===== config.mk =====
export PLATFORM = sky130hd
export DESIGN_NAME = lisp_token_lexer
export DESIGN_NICKNAME = d
export VERILOG_FILES = /design/src/hdl/ltl_pkg.sv /design/src/hdl/lisp_token_lexer.sv /design/src/hdl/ltl_ctrl.sv /design/src/hdl/ltl_datapath.sv
export VERILOG_INCLUDE_DIRS = /design/src /design/src/hdl
export SDC_FILE = /design/constraint.sdc
export NUM_CORES = 1
export LEC_CHECK = 0
export BUFFER_PORTS_ARGS = -buffer_cell sky130_fd_sc_hd__buf_2
export CORE_MARGIN = 2
export CORE_UTILIZATION = 55
export CTS_CLUSTER_DIAMETER = 80
export DETAILED_ROUTE_END_ITERATION = 10
export GPL_TIMING_DRIVEN = 0
export PLACE_DENSITY_LB_ADDON = 0.15
export SYNTH_ARGS = -nofsm -noshare
export SYNTH_HDL_FRONTEND = slang
export SYNTH_SLANG_ARGS = --single-unit

===== constraint.sdc =====
create_clock -name clk -period 14.1 [get_ports clk]
set_input_delay 0.705 -clock clk [delete_from_list [all_inputs] [get_ports clk]]
set_output_delay 0.705 -clock clk [all_outputs]
set_load 0.05 [all_outputs]

===== src/hdl/lisp_token_lexer_macros.svh =====
// ----------------------------------------------------------------------------
// Lexer assertion macros
// Shared concurrent assertion forms, clocked on clk and disabled during reset.
// ----------------------------------------------------------------------------
`ifndef LISP_TOKEN_LEXER_MACROS_SVH
`define LISP_TOKEN_LEXER_MACROS_SVH

// Check a property on every clock edge outside reset.
`define LTL_ASSERT(name, prop, msg) \
	name: assert property (@(posedge clk) disable iff (!arst_n) prop) else $error(msg);

// Check that a condition implies a consequence in the same cycle.
`define LTL_ASSERT_IMP(name, ante, cons, msg) \
	`LTL_ASSERT(name, (ante) |-> (cons), msg)

`endif


===== src/hdl/ltl_pkg.sv =====
// ----------------------------------------------------------------------------
// Lexer package
// Sizes, codes, character classes and controller/datapath bundles.
// ----------------------------------------------------------------------------
package ltl_pkg;

	localparam int TOKEN_MAX = 32;
	localparam int LINE_MAX  = 1024;

	localparam int LEN_W = $clog2(TOKEN_MAX + 1);
	localparam int IDX_W = $clog2(TOKEN_MAX);
	localparam int CNT_W = $clog2(LINE_MAX + 1);
	localparam int COL_W = 11;

	// token types
	localparam logic [2:0] TT_ERROR   = 3'd0;
	localparam logic [2:0] TT_INTEGER = 3'd1;
	localparam logic [2:0] TT_STRING  = 3'd2;
	localparam logic [2:0] TT_SYMBOL  = 3'd3;
	localparam logic [2:0] TT_EOL     = 3'd4;

	// characters
	localparam logic [7:0] CH_NUL    = 8'h00;
	localparam logic [7:0] CH_TAB    = 8'h09;
	localparam logic [7:0] CH_LF     = 8'h0A;
	localparam logic [7:0] CH_CR     = 8'h0D;
	localparam logic [7:0] CH_SPACE  = 8'h20;
	localparam logic [7:0] CH_QUOTE  = 8'h22;
	localparam logic [7:0] CH_HASH   = 8'h23;
	localparam logic [7:0] CH_MINUS  = 8'h2D;
	localparam logic [7:0] CH_ZERO   = 8'h30;
	localparam logic [7:0] CH_X_UP   = 8'h58;
	localparam logic [7:0] CH_BSLASH = 8'h5C;
	localparam logic [7:0] CH_X_LO   = 8'h78;

	// escape results
	localparam logic [7:0] ESC_BEL = 8'd7;
	localparam logic [7:0] ESC_BS  = 8'd8;
	localparam logic [7:0] ESC_HT  = 8'd9;
	localparam logic [7:0] ESC_LF  = 8'd10;
	localparam logic [7:0] ESC_VT  = 8'd11;
	localparam logic [7:0] ESC_FF  = 8'd12;
	localparam logic [7:0] ESC_CR  = 8'd13;

	typedef enum logic [4:0] {
		PH_WAIT = 5'b00001,
		PH_LEX  = 5'b00010,
		PH_EVAL = 5'b00100,
		PH_EMIT = 5'b01000,
		PH_MARK = 5'b10000
	} phase_t;

	typedef enum logic [8:0] {
		LM_IDLE    = 9'b000000001,
		LM_MINUS   = 9'b000000010,
		LM_SYMBOL  = 9'b000000100,
		LM_DECIMAL = 9'b000001000,
		LM_ZPREFIX = 9'b000010000,
		LM_HPREFIX = 9'b000100000,
		LM_HEX     = 9'b001000000,
		LM_STRING  = 9'b010000000,
		LM_ESCAPE  = 9'b100000000
	} lex_mode_t;

	typedef struct packed {
		logic             take;
		logic             push;
		logic [7:0]       push_char;
		logic             emit_start;
		logic [2:0]       emit_type;
		logic             col_before;
		logic             eval_step;
		logic             idx_clr;
		logic             emit_step;
		logic             mark;
	} cmd_t;

	typedef struct packed {
		logic             kind;
		logic [7:0]       ch;
		logic [LEN_W-1:0] len;
		logic             full;
		logic             eval_done;
		logic             emit_last;
		logic             out_ready;
	} status_t;

	function automatic logic is_digit(input logic [7:0] c);
		return c >= 8'h30 && c <= 8'h39;
	endfunction

	function automatic logic is_alpha(input logic [7:0] c);
		return (c >= 8'h61 && c <= 8'h7A) || (c >= 8'h41 && c <= 8'h5A);
	endfunction

	function automatic logic is_hex(input logic [7:0] c);
		return is_digit(c) || (c >= 8'h61 && c <= 8'h66) || (c >= 8'h41 && c <= 8'h46);
	endfunction

	function automatic logic [3:0] hex_val(input logic [7:0] c);
		logic [7:0] v;
		if (is_digit(c)) v = c - 8'h30;
		else if (c >= 8'h61) v = c - 8'h57;
		else v = c - 8'h37;
		return v[3:0];
	endfunction

	function automatic logic is_term(input logic [7:0] c);
		return c == CH_SPACE || c == CH_TAB || c == CH_CR || c == CH_LF || c == CH_NUL;
	endfunction

	function automatic logic is_blank(input logic [7:0] c);
		return c == CH_SPACE || c == CH_TAB || c == CH_CR || c == CH_LF;
	endfunction

	function automatic logic is_sym_start(input logic [7:0] c);
		return is_alpha(c) || c == 8'h2B || c == 8'h2F || c == 8'h2A || c == 8'h3C ||
			c == 8'h3D || c == 8'h3E;
	endfunction

	function automatic logic in_sym_set(input logic [7:0] c);
		return is_alpha(c) || is_digit(c) || c == 8'h21 || c == 8'h26 || c == 8'h2A ||
			c == 8'h2B || c == CH_MINUS || c == 8'h3C || c == 8'h3D || c == 8'h3E ||
			c == 8'h3F || c == 8'h40;
	endfunction

endpackage


===== src/hdl/lisp_token_lexer.sv =====
// ----------------------------------------------------------------------------
// Lisp token lexer
// Streams one line of Lisp-like text a character per transaction (kind 0) and
// closes the line with an end-of-line transaction (kind 1). Each completed
// token leaves as a run of result transactions, one per token character, all
// carrying the token type, its saturated 32-bit value (integers only) and the
// column at which it completed; last marks the final one, and an empty string
// gives a single result with char_present low. End of line flushes a pending
// token and then sends an end marker. Each character is accepted and then lexed
// in a pass, with a further pass when a symbol ends on a character that is
// lexed again, a minus meets a symbol start or a string escape falls through.
// A completed token is read out one buffered character per result, and an
// integer token is first evaluated one character per step, since the
// value is built by sweeping the token buffer through its single read port.
// Output stall only lengthens the read-out phase; the next character is taken
// as soon as the last result sits in the output register.
// ----------------------------------------------------------------------------
module lisp_token_lexer (
	input  logic                      clk,
	input  logic                      arst_n,
	input  logic                      in_valid,
	output logic                      in_stall,
	input  logic                      kind,
	input  logic [7:0]                char_in,
	output logic                      out_valid,
	input  logic                      out_stall,
	output logic [2:0]                tok_class,
	output logic [7:0]                char_out,
	output logic                      char_present,
	output logic signed [31:0]        int_value,
	output logic [ltl_pkg::COL_W-1:0] column,
	output logic                      last
);
	import ltl_pkg::*;

	cmd_t    cmd;
	status_t st;

	// controller: phase sequencing and lexer mode
	ltl_ctrl u_ctrl (
		.clk      (clk),
		.arst_n   (arst_n),
		.in_valid (in_valid),
		.in_stall (in_stall),
		.st       (st),
		.cmd      (cmd)
	);

	// datapath: buffer, counters, value sweep, output register
	ltl_datapath u_dp (
		.clk          (clk),
		.arst_n       (arst_n),
		.cmd          (cmd),
		.st           (st),
		.kind         (kind),
		.char_in      (char_in),
		.out_valid    (out_valid),
		.out_stall    (out_stall),
		.tok_class    (tok_class),
		.char_out     (char_out),
		.char_present (char_present),
		.int_value    (int_value),
		.column       (column),
		.last         (last)
	);

endmodule


===== src/hdl/ltl_ctrl.sv =====
// ----------------------------------------------------------------------------
// Lexer controller
// Sequencing phases and the lexer mode machine; drives datapath commands.
// ----------------------------------------------------------------------------
module ltl_ctrl (
	input  logic            clk,
	input  logic            arst_n,
	input  logic            in_valid,
	output logic            in_stall,
	input  ltl_pkg::status_t st,
	output ltl_pkg::cmd_t   cmd
);
	import ltl_pkg::*;

	phase_t    phase_q, phase_d, next_q, next_d;
	lex_mode_t mode_q, mode_d;

	// result of one lexing pass
	logic       p_push, p_must, p_emit, p_before, p_redo;
	logic [7:0] p_char;
	logic [2:0] p_type;
	lex_mode_t  p_mode;
	logic       fail;
	logic [2:0] eol_type;
	logic [7:0] c;

	assign c = st.ch;

	always_comb begin
		p_push = 1'b0;
		p_must = 1'b0;
		p_emit = 1'b0;
		p_before = 1'b0;
		p_redo = 1'b0;
		p_char = c;
		p_type = TT_ERROR;
		p_mode = mode_q;
		unique case (mode_q)
			LM_IDLE: begin
				priority if (c == CH_QUOTE) begin
					p_mode = LM_STRING;
				end else if (c == CH_ZERO) begin
					p_push = 1'b1; p_must = 1'b1; p_mode = LM_ZPREFIX;
				end else if (is_digit(c)) begin
					p_push = 1'b1; p_must = 1'b1; p_mode = LM_DECIMAL;
				end else if (is_sym_start(c) || c == 8'h26) begin
					p_push = 1'b1; p_must = 1'b1; p_mode = LM_SYMBOL;
				end else if (c == CH_MINUS) begin
					p_push = 1'b1; p_must = 1'b1; p_mode = LM_MINUS;
				end else if (c == CH_HASH) begin
					p_push = 1'b1; p_must = 1'b1; p_mode = LM_HPREFIX;
				end else if (!is_term(c)) begin
					p_push = 1'b1; p_emit = 1'b1;
				end else begin
					p_mode = LM_IDLE;
				end
			end
			LM_MINUS: begin
				priority if (is_digit(c)) begin
					p_push = 1'b1; p_must = 1'b1; p_mode = LM_DECIMAL;
				end else if (is_sym_start(c)) begin
					p_mode = LM_SYMBOL; p_redo = 1'b1;
				end else if (is_blank(c)) begin
					p_emit = 1'b1; p_type = TT_SYMBOL;
				end else begin
					p_push = 1'b1; p_emit = 1'b1;
				end
			end
			LM_ZPREFIX, LM_HPREFIX: begin
				priority if (c == CH_X_LO || c == CH_X_UP) begin
					p_push = 1'b1; p_must = 1'b1;
				end else if (is_hex(c)) begin
					p_push = 1'b1; p_must = 1'b1; p_mode = LM_HEX;
				end else if (mode_q == LM_ZPREFIX && st.len == LEN_W'(1) && is_term(c)) begin
					p_emit = 1'b1; p_type = TT_INTEGER;
				end else begin
					p_push = 1'b1; p_emit = 1'b1;
				end
			end
			LM_DECIMAL, LM_HEX: begin
				priority if (is_term(c)) begin
					p_emit = 1'b1; p_type = TT_INTEGER;
				end else if (mode_q == LM_DECIMAL ? is_digit(c) : is_hex(c)) begin
					p_push = 1'b1; p_must = 1'b1;
				end else begin
					p_push = 1'b1; p_emit = 1'b1;
				end
			end
			LM_STRING: begin
				priority if (c == CH_QUOTE) begin
					p_emit = 1'b1; p_type = TT_STRING;
				end else if (c == CH_BSLASH) begin
					p_mode = LM_ESCAPE;
				end else begin
					p_push = 1'b1; p_must = 1'b1;
				end
			end
			LM_ESCAPE: begin
				p_mode = LM_STRING;
				p_must = 1'b1;
				unique case (c)
					CH_LF: p_must = 1'b0;
					CH_BSLASH, CH_QUOTE: p_push = 1'b1;
					8'h61: begin p_push = 1'b1; p_char = ESC_BEL; end
					8'h62: begin p_push = 1'b1; p_char = ESC_BS; end
					8'h66: begin p_push = 1'b1; p_char = ESC_FF; end
					8'h6E: begin p_push = 1'b1; p_char = ESC_LF; end
					8'h72: begin p_push = 1'b1; p_char = ESC_CR; end
					8'h74: begin p_push = 1'b1; p_char = ESC_HT; end
					8'h76: begin p_push = 1'b1; p_char = ESC_VT; end
					default: begin p_push = 1'b1; p_char = CH_BSLASH; p_redo = 1'b1; end
				endcase
			end
			LM_SYMBOL: begin
				if (in_sym_set(c)) begin
					p_push = 1'b1; p_must = 1'b1;
				end else begin
					p_emit = 1'b1; p_type = TT_SYMBOL; p_before = 1'b1; p_redo = 1'b1;
				end
			end
			default: p_mode = LM_IDLE;
		endcase
	end

	assign fail = p_push && p_must && st.full;

	always_comb begin
		unique case (mode_q)
			LM_DECIMAL, LM_HEX:  eol_type = TT_INTEGER;
			LM_SYMBOL, LM_MINUS: eol_type = TT_SYMBOL;
			LM_ZPREFIX:          eol_type = (st.len == LEN_W'(1)) ? TT_INTEGER : TT_ERROR;
			default:             eol_type = TT_ERROR;
		endcase
	end

	always_comb begin
		cmd = '0;
		cmd.push_char = p_char;
		phase_d = phase_q;
		mode_d = mode_q;
		next_d = next_q;
		unique case (phase_q)
			PH_WAIT: begin
				if (in_valid) begin
					cmd.take = 1'b1;
					phase_d = PH_LEX;
				end
			end
			PH_LEX: begin
				if (st.kind) begin
					if (mode_q == LM_IDLE) begin
						phase_d = PH_MARK;
					end else begin
						cmd.emit_start = 1'b1;
						cmd.emit_type = eol_type;
						mode_d = LM_IDLE;
						next_d = PH_MARK;
						phase_d = (eol_type == TT_INTEGER) ? PH_EVAL : PH_EMIT;
					end
				end else begin
					cmd.push = p_push && !st.full;
					if (p_emit || fail) begin
						cmd.emit_start = 1'b1;
						cmd.emit_type = fail ? TT_ERROR : p_type;
						cmd.col_before = p_before && !fail;
						mode_d = LM_IDLE;
						next_d = (p_redo && !fail) ? PH_LEX : PH_WAIT;
						phase_d = (!fail && p_type == TT_INTEGER) ? PH_EVAL : PH_EMIT;
					end else begin
						mode_d = p_mode;
						phase_d = p_redo ? PH_LEX : PH_WAIT;
					end
				end
			end
			PH_EVAL: begin
				if (st.eval_done) begin
					cmd.idx_clr = 1'b1;
					phase_d = PH_EMIT;
				end else begin
					cmd.eval_step = 1'b1;
				end
			end
			PH_EMIT: begin
				if (st.out_ready) begin
					cmd.emit_step = 1'b1;
					if (st.emit_last) phase_d = next_q;
				end
			end
			PH_MARK: begin
				if (st.out_ready) begin
					cmd.mark = 1'b1;
					mode_d = LM_IDLE;
					phase_d = PH_WAIT;
				end
			end
			default: phase_d = PH_WAIT;
		endcase
	end

	assign in_stall = (phase_q != PH_WAIT);

	always_ff @(posedge clk or negedge arst_n) begin
		if (!arst_n) begin
			phase_q <= PH_WAIT;
			next_q <= PH_WAIT;
			mode_q <= LM_IDLE;
		end else begin
			phase_q <= phase_d;
			next_q <= next_d;
			mode_q <= mode_d;
		end
	end

endmodule


===== src/hdl/ltl_datapath.sv =====
// ----------------------------------------------------------------------------
// Lexer datapath
// Token buffer, column counter, value evaluation and output register.
// ----------------------------------------------------------------------------
`include "lisp_token_lexer_macros.svh"

module ltl_datapath (
	input  logic                      clk,
	input  logic                      arst_n,
	input  ltl_pkg::cmd_t             cmd,
	output ltl_pkg::status_t          st,
	input  logic                      kind,
	input  logic [7:0]                char_in,
	output logic                      out_valid,
	input  logic                      out_stall,
	output logic [2:0]                tok_class,
	output logic [7:0]                char_out,
	output logic                      char_present,
	output logic signed [31:0]        int_value,
	output logic [ltl_pkg::COL_W-1:0] column,
	output logic                      last
);
	import ltl_pkg::*;

	logic             kind_q;
	logic [7:0]       char_q;
	logic [7:0]       buf_q [TOKEN_MAX];
	logic [LEN_W-1:0] len_q, idx_q;
	logic [CNT_W-1:0] count_q, before_q;
	logic [2:0]       type_q;
	logic [COL_W-1:0] col_q;
	logic [31:0]      acc_q;
	logic             neg_q, stop_q;
	logic             out_valid_q, last_q;

	logic             full, out_ready, emit_last, hex_mode;
	logic [7:0]       rd_char;
	logic [35:0]      wide;
	logic [31:0]      acc_cap, sat_val;

	assign full = len_q >= LEN_W'(TOKEN_MAX);
	assign out_ready = !out_valid_q || !out_stall;
	assign rd_char = buf_q[idx_q[IDX_W-1:0]];
	assign emit_last = (len_q == '0) || (idx_q + LEN_W'(1) == len_q);
	assign hex_mode = len_q >= LEN_W'(2) && (buf_q[1] == CH_X_LO || buf_q[1] == CH_X_UP);

	always_comb begin
		st.kind = kind_q;
		st.ch = char_q;
		st.len = len_q;
		st.full = full;
		st.eval_done = idx_q >= len_q;
		st.emit_last = emit_last;
		st.out_ready = out_ready;
	end

	// one digit of the value per step, capped at 2^31
	assign wide = hex_mode ? (({4'b0, acc_q} << 4) + 36'(hex_val(rd_char)))
		: (({4'b0, acc_q} << 3) + ({4'b0, acc_q} << 1) + 36'(hex_val(rd_char)));
	assign acc_cap = (wide > 36'h0_8000_0000) ? 32'h8000_0000 : wide[31:0];

	always_comb begin
		if (neg_q) sat_val = (acc_q >= 32'h8000_0000) ? 32'h8000_0000 : (32'd0 - acc_q);
		else sat_val = (acc_q > 32'h7FFF_FFFF) ? 32'h7FFF_FFFF : acc_q;
	end

	always_ff @(posedge clk) begin
		if (cmd.take) begin
			kind_q <= kind;
			char_q <= char_in;
		end
		if (cmd.push) buf_q[len_q[IDX_W-1:0]] <= cmd.push_char;
		if (cmd.emit_start) begin
			type_q <= cmd.emit_type;
			col_q <= COL_W'(cmd.col_before ? before_q : count_q);
		end
	end

	always_ff @(posedge clk or negedge arst_n) begin
		if (!arst_n) begin
			len_q <= '0;
			idx_q <= '0;
			count_q <= '0;
			before_q <= '0;
			acc_q <= '0;
			neg_q <= 1'b0;
			stop_q <= 1'b0;
		end else begin
			if (cmd.take && !kind) begin
				before_q <= count_q;
				if (count_q < CNT_W'(LINE_MAX)) count_q <= count_q + CNT_W'(1);
			end
			if (cmd.push) len_q <= len_q + LEN_W'(1);
			if (cmd.emit_start) begin
				idx_q <= '0;
				acc_q <= '0;
				neg_q <= 1'b0;
				stop_q <= 1'b0;
			end
			if (cmd.idx_clr) idx_q <= '0;
			if (cmd.eval_step) begin
				idx_q <= idx_q + LEN_W'(1);
				if (hex_mode) begin
					if (idx_q >= LEN_W'(2)) begin
						if (!stop_q && is_hex(rd_char)) acc_q <= acc_cap;
						else stop_q <= 1'b1;
					end
				end else begin
					priority if (idx_q == '0 && rd_char == CH_MINUS) neg_q <= 1'b1;
					else if (!stop_q && is_digit(rd_char)) acc_q <= acc_cap;
					else stop_q <= 1'b1;
				end
			end
			if (cmd.emit_step) begin
				idx_q <= idx_q + LEN_W'(1);
				if (emit_last) len_q <= '0;
			end
			if (cmd.mark) begin
				count_q <= '0;
				len_q <= '0;
			end
		end
	end

	// output register
	always_ff @(posedge clk) begin
		if (cmd.emit_step) begin
			tok_class <= type_q;
			char_out <= (len_q == '0) ? 8'h00 : rd_char;
			char_present <= (len_q != '0);
			int_value <= (type_q == TT_INTEGER) ? sat_val : 32'd0;
			column <= col_q;
			last_q <= emit_last;
		end else if (cmd.mark) begin
			tok_class <= TT_EOL;
			char_out <= 8'h00;
			char_present <= 1'b0;
			int_value <= 32'd0;
			column <= COL_W'(count_q);
			last_q <= 1'b1;
		end
	end

	always_ff @(posedge clk or negedge arst_n) begin
		if (!arst_n) out_valid_q <= 1'b0;
		else if (cmd.emit_step || cmd.mark) out_valid_q <= 1'b1;
		else if (!out_stall) out_valid_q <= 1'b0;
	end

	assign out_valid = out_valid_q;
	assign last = last_q;

	`LTL_ASSERT(a_len_bound, len_q <= LEN_W'(TOKEN_MAX), "token length past buffer size")
	`LTL_ASSERT_IMP(a_eol_shape, out_valid_q && tok_class == TT_EOL, last_q && !char_present, "end marker malformed")
	`LTL_ASSERT(a_mark_clears, cmd.mark |=> (count_q == '0 && len_q == '0), "line state not cleared after end marker")
	`LTL_ASSERT_IMP(a_no_overrun, cmd.emit_step || cmd.mark, out_ready, "result loaded over a waiting one")

endmodule


## Yosys cells after proc, flatten, opt, wreduce, memory -nomap -nowiden

Memory sizes are Yosys's and may differ from the RTL's.
Index checks and enable logic that the tools add are counted.

| word-level totals | value |
|---|---|
| bits in registers | 167 |
| bits in writable memories | 256 |
| output and inout bits | 58 |
| logic and storage cells | 371 |
| memories kept | 1 |

Memory list:

| name | depth | width | rd ports | clocked after memory_dff | write ports | RTL line | text |
|---|---|---|---|---|---|---|---|
| u_dp.buf_q | 32 | 8 | 2 | 0 | 1 | ltl_datapath.sv:27 | `logic [7:0] buf_q [TOKEN_MAX];` |

| operators by class | value |
|---|---|
| add/sub/neg operators | 10 |
| magnitude comparators | 22 |
| equality and inequality tests | 66 |
| mux-type cells | 171 |
| reductions and logical operators | 80 |

Operator list:

| operator | count |
|---|---|
| 32-bit two-way mux | 14 |
| 9-bit two-way mux | 17 |
| 8-bit by 6-bit == test with 1-bit output, second input constant | 15 |
| 8-bit by 7-bit == test with 1-bit output, second input constant | 13 |
| 1-bit two-way mux | 79 |
| 36-bit by 4-bit adder with 36-bit output | 2 |
| 11-bit two-way mux | 6 |
| 5-bit two-way mux | 13 |
| 8-bit one-hot mux with 8 select lines | 1 |
| 9-bit one-hot mux with 6 select lines | 1 |
| 8-bit by 7-bit less-or-equal comparator with 1-bit output, second input constant | 6 |
| 6-bit two-way mux | 8 |
| 35-bit by 33-bit adder with 36-bit output | 1 |
| 36-bit by 32-bit > comparator with 1-bit output, second input constant | 1 |
| 36-bit two-way mux | 1 |
| 1-bit logical OR | 33 |
| 32-bit >= comparator, second input constant | 1 |
| 8-bit by 7-bit >= comparator with 1-bit output, second input constant | 4 |
| 32-bit by 31-bit > comparator with 1-bit output, second input constant | 1 |
| 8-bit two-way mux | 4 |
| 1-bit by 32-bit subtractor with 32-bit output, first input constant | 1 |
| 5-bit one-hot mux with 5 select lines | 1 |
| 8-bit by 4-bit == test with 1-bit output, second input constant | 3 |
| 4-bit two-way mux | 6 |
| other kinds (58) | 117 |

## Logic depth before layout (Yosys ltp)

| logic depth | value |
|---|---|
| depth in word-level cells | 28 |
| depth in mapped cells | 32 |
| mapped depth without buffers | 26 |

## By module

From an unflattened synthesis, not the netlist that was laid out.

| second synthesis, totals | value |
|---|---|
| cells, all modules | 1,910 |
| area total of the unflattened synthesis | 22,754.3 µm² |

Modules (own cells, without submodules):

| module | instances | cells each | area an instance (µm²) |
|---|---|---|---|
| ltl_datapath | 1 | 1,606 | 20,549.7 |
| ltl_ctrl | 1 | 304 | 2,204.6 |

## Worst setup path after synthesis

OpenSTA, ideal clock, no wires.

| timing | value |
|---|---|
| path type | register -> register |
| from | register u_dp.idx_q[1] |
| to | register u_dp.acc_q[23] |
| library setup time | 122 ps |
| arrival time | 6,124 ps |
| data required time | 13,978 ps |
| setup slack | 7,855 ps |
| stages on the path, launching flop included | 32 |
| buffers on the path | 5 |
| period minus slack after synthesis | 6,245 ps |
| cells stage by stage | dfrtp_1 buf_4 buf_4 buf_4 mux4_2 mux2_2 nand3_1 and4_1 inv_1 ha_1 nor2_1 inv_1 a21o_1 and3_1 clkbuf_1 nor2b_1 xnor2_1 fa_1 inv_1 fa_1 nor2b_1 o2111ai_1 a21oi_1 a21oi_1 o221ai_1 a211o_1 a31oi_1 o22a_1 a31oi_1 nor3_2 buf_2 a32o_1 |

| on the way | value |
|---|---|
| cells in the longest elaborated chain, start to end | 12 |
| elaborated cells on any way between the ends | 37 |
| classes of those cells | 5 x add/sub; 9 x order compare; 1 x eq/ne; 12 x mux; 9 x reduce/logical; 1 x memory |

RTL lines:

| what | RTL line | text |
|---|---|---|
| start: declaration | ltl_datapath.sv:28 | `logic [LEN_W-1:0] len_q, idx_q;` |
| start signal: assignment | ltl_datapath.sv:102 | `idx_q <= idx_q + LEN_W'(1);` |
| start signal: assignment | ltl_datapath.sv:115 | `idx_q <= idx_q + LEN_W'(1);` |
| memory read 32 x 8 bit * | n/a |  |
| named net u_dp.rd_char[0] | ltl_datapath.sv:37 | `logic [7:0] rd_char;` |
| 8-bit by 7-bit >= comparator with 1-bit output, or another cell as far along | ltl_pkg.sv:97, ltl_pkg.sv:103 |  |
| 4-bit two-way mux or 1-bit logical AND (tied branches) | ltl_pkg.sv:103, ltl_pkg.sv:89 |  |
| 4-bit two-way mux | ltl_pkg.sv:102 | `if (is_digit(c)) v = c - 8'h30;` |
| 36-bit by 4-bit adder with 36-bit output, on equally long branches | ltl_datapath.sv:59, ltl_datapath.sv:58 |  |
| 36-bit two-way mux | ltl_datapath.sv:58 | `assign wide = hex_mode ? (({4'b0, acc_q} << 4) + 36'(hex_val(rd_char)))` |
| 36-bit by 32-bit > comparator with 1-bit output | ltl_datapath.sv:60 | `assign acc_cap = (wide > 36'h0_8000_0000) ? 32'h8000_0000 : wide[31:0];` |
| 32-bit two-way mux | ltl_datapath.sv:60 |  |
| 32-bit two-way mux, on equally long branches | ltl_datapath.sv:110, ltl_datapath.sv:105 |  |
| 32-bit two-way mux, on equally long branches | ltl_datapath.sv:109, ltl_datapath.sv:104 |  |
| 32-bit two-way mux * | ltl_datapath.sv:103 | `if (hex_mode) begin` |
| 32-bit two-way mux * | ltl_datapath.sv:101 | `if (cmd.eval_step) begin` |
| end signal: assignment | ltl_datapath.sv:105 | `if (!stop_q && is_hex(rd_char)) acc_q <= acc_cap;` |
| end signal: assignment | ltl_datapath.sv:110 | `else if (!stop_q && is_digit(rd_char)) acc_q <= acc_cap;` |
| end: declaration | ltl_datapath.sv:32 | `logic [31:0] acc_q;` |

Mark *: on every way through the listed nets, which the timed path passes. The rest lies on a longest branch.
A chain may end at the register's enable or synchronous reset.

## Worst setup path in the final report

| timing | value |
|---|---|
| from | register u_dp.idx_q[1] |
| to | register u_dp.acc_q[8] |

Same word-level chain as after synthesis.

==> results.sh <==
export IMPL_power_density_nw_per_um2=157
export IMPL_cts_buffers=44
export IMPL_firstDrtPassIters=6
export IMPL_wl_met2_mm=24.8
export IMPL_yosysTopAreaCellShare_pct=46.9
export IMPL_grt_max_degree=61
export IMPL_cp_end_kind="flop"
export IMPL_ys_seq_elements=420
export IMPL_rows=72
export IMPL_fin_util_pct=62.4
export IMPL_slew_viol_final=0
export IMPL_ys_types=84
export IMPL_synth_avg_cell_area_um2=12.3
export IMPL_syn_num_nets=1841
export IMPL_top_layer_used="met4"
export IMPL_pin_count=71
export IMPL_cp_arrival_ns=8.77
export IMPL_fmax_mhz=121
export IMPL_worstHoldPathType="input pin to async pin"
export IMPL_cts_tree="built"
export IMPL_clockBufferDepth=3
export IMPL_setup_tns_ns=0
export IMPL_antenna_found_initial=0
export IMPL_antenna_left=0
export IMPL_wirelength_mm=53.4
export IMPL_setup_viol=0
export IMPL_gp_congestion=0.911
export IMPL_fin_crit_ns=8.27
export IMPL_rsz0062_at_grt="false"
export IMPL_peakVddDrop_mv=0.147
export IMPL_met3WireLength_mm=4.13
export IMPL_synth_edff_count=334
export IMPL_root_buffer="clkbuf_16"
export IMPL_final_layout_size_suffix_gt1_share_pct=15.0
export IMPL_nets=1965
export IMPL_synthesis_area_um2=21400
export IMPL_skew_ns=0.0314
export IMPL_clock_insertion_delay_worst_skew_ns=0.58
export IMPL_wl_met1_mm=22.6
export IMPL_diodes=0
export IMPL_grt_pass1_vias=14600
export IMPL_vias=15100
export IMPL_mostFrequentLayoutCells="edfxtp_1, nor2_1, nand2_1, a21oi_1, dfrtp_1"
export IMPL_hold_viol=0
export IMPL_seq_area_frac_synth_pct=56.9
export IMPL_layout_commonest_cell="edfxtp_1"
export IMPL_slew_headroom_pct=11.2
export IMPL_core_um2=38600
export IMPL_cp_data_required_time_ns=14.60
export IMPL_cts_sinks=420
export IMPL_viasPerCell=6.22
export IMPL_grt_ovfl_total=0
export IMPL_dieArea_um2=40500
export IMPL_multi_input_area_um2=8670
export IMPL_rr_startpoint="u_dp.idx_q[1]"
export IMPL_place_area_um2=22600
export IMPL_tightest_slew_ns=1.32
export IMPL_cp_common_cell="buf_4"
export IMPL_syn_to_final_growth_pct=12.4
export IMPL_worstSetupStartpointType="flop"
export IMPL_rr_worst_depth=29
export IMPL_hpwl_mm=38.0
export IMPL_synthArstFlopShare_pct=20.5
export IMPL_h_tree_depth=2
export IMPL_initial_core_util_pct=55.5
export IMPL_clk_pin_slew_worst_paths_ns=0.06
export IMPL_portBuffers=70
export IMPL_hold_buffers=0
export IMPL_nFillCells=2984
export IMPL_cp_slowest_cell="fa_1"
export IMPL_p_leak_nw=8.96
export IMPL_crit_fanout=10
export IMPL_drt_iter0_markers=1289
export IMPL_post_drt_wl_per_cell_um=22.0
export IMPL_die_w_um=201
export IMPL_outcome="finished, final reports clean"
export IMPL_ys_warn_count=0
export IMPL_die_y_um=201
export IMPL_cts_setup_buffers=0
export IMPL_regArea_um2=12200
export IMPL_slowest_delay_ns=0.53
export IMPL_synth_top_area_cell="edfxtp_1"
export IMPL_regToRegEndpoint="u_dp.acc_q[8]"
export IMPL_grt_pass1_wl_mm=84.7
export IMPL_ys_flop_type="edfxtp_1"
export IMPL_gr_usage_all_layers_pct=26.9
export IMPL_fin_crit_sh_pct=58.6
export IMPL_synthCells=1744
export IMPL_maxCapViolations=0
export IMPL_cts_resized_gates=0
export IMPL_drc=0
export IMPL_rrSetupSlack_ns=5.83
export IMPL_final_area_um2=24100
export IMPL_yosys_top_cells_area="edfxtp_1, dfrtp_1, mux4_2, ha_1, nor2_1"
export IMPL_worst_setup_path_type="flop to flop"
==> cell families (layout without fill, tap and decap cells) <==
group,Yosys count,after routing,synth area share (%)
compound gates,359,359,11.7
xor+xnor,62,62,2.54
fa+ha+maj,84,84,4.98
buf+inv,135,295,2.74
flops,420,420,56.9
mux,118,118,8.67
simple gates,566,566,12.5
==> registers in the layout (all words and copies together), names as in the netlist, 2 cells and up <==
register	count
u_ctrl.mode_q	9
u_ctrl.next_q	3
u_ctrl.phase_q	5
u_dp.acc_q	32
u_dp.before_q	11
u_dp.buf_q	256
u_dp.char_out	8
u_dp.char_q	8
u_dp.col_q	11
u_dp.column	11
u_dp.count_q	11
u_dp.idx_q	6
u_dp.int_value	32
u_dp.len_q	6
u_dp.tok_class	3
u_dp.type_q	2
==> layout make-up <==
type | instances | share of cell area, %
flip-flops and latches | 420 | 50.6
multi-input cells | 1189 | 36.0
clock buffers | 57 | 5.04
well taps | 518 | 2.69
repair buffers | 78 | 2.03
plain buffers | 96 | 1.82
clock inverters | 25 | 1.15
inverters | 39 | 0.608
==> worst max-delay path, delay by kind of cell, from the launching register on <==
family                     cells  cell delay [ns]
AOI/OAI and AO/OA             10             2.71
and+or+nand+nor                4             0.46
muxes                          2             0.77
buffers and inverters          8             2.13
DFF                            1             0.44
adders and majority gates      3             1.08
xor gates and xnor gates       2             0.59
==> metrics by stage <==
stage	power, mW	cells	hold WS (ns)	worst slack (ns)
2_1_floorplan	2.27	1744	0.409	7.85
3_3_place_gp	2.59	2332	0.462	5.99
3_5_place_dp	2.62	2340	0.473	5.92
4_1_cts	3.80	2422	0.0666	5.89
5_1_grt	3.95	2422	0.0891	5.28
6_report	3.79	2422	0.0737	5.83
==> power by group <==
group | internal, mW | total [mW] | switching [mW]
Clock | 0.687 | 1.18 | 0.488
Sequential | 1.45 | 1.49 | 0.0461
Combinational | 0.390 | 1.12 | 0.729
Total | 2.53 | 3.79 | 1.26
==> synth_stat cells (all sizes together), types with 35 or more instances <==
cell,number
clkbuf,68
mux2i,37
xnor2,39
ha,82
nor2,201
nor3,39
nand3,35
nand2,146
mux4,51
dfrtp,83
o21ai,68
inv,38
a21oi,85
edfxtp,334
==> how the worst max path moves through the flow <==
stage,start,to,slack [ns]
2_1_floorplan,u_dp.idx_q[1],u_dp.acc_q[23],7.85
3_3_place_gp,u_dp.idx_q[1],u_dp.acc_q[29],5.99
3_5_place_dp,u_dp.idx_q[1],u_dp.acc_q[27],5.92
4_1_cts,u_dp.idx_q[1],u_dp.acc_q[8],5.89
5_1_grt,u_dp.idx_q[1],u_dp.acc_q[23],5.28
6_report,u_dp.idx_q[1],u_dp.acc_q[8],5.83
==> layer usage <==
metal,track usage [%],up-vias
li1,-,6922
met1,37.6,7352
met2,42.7,664
met3,4.41,115
met4,9.77,0
met5,0,-
(Power assumes the default switching activity.)
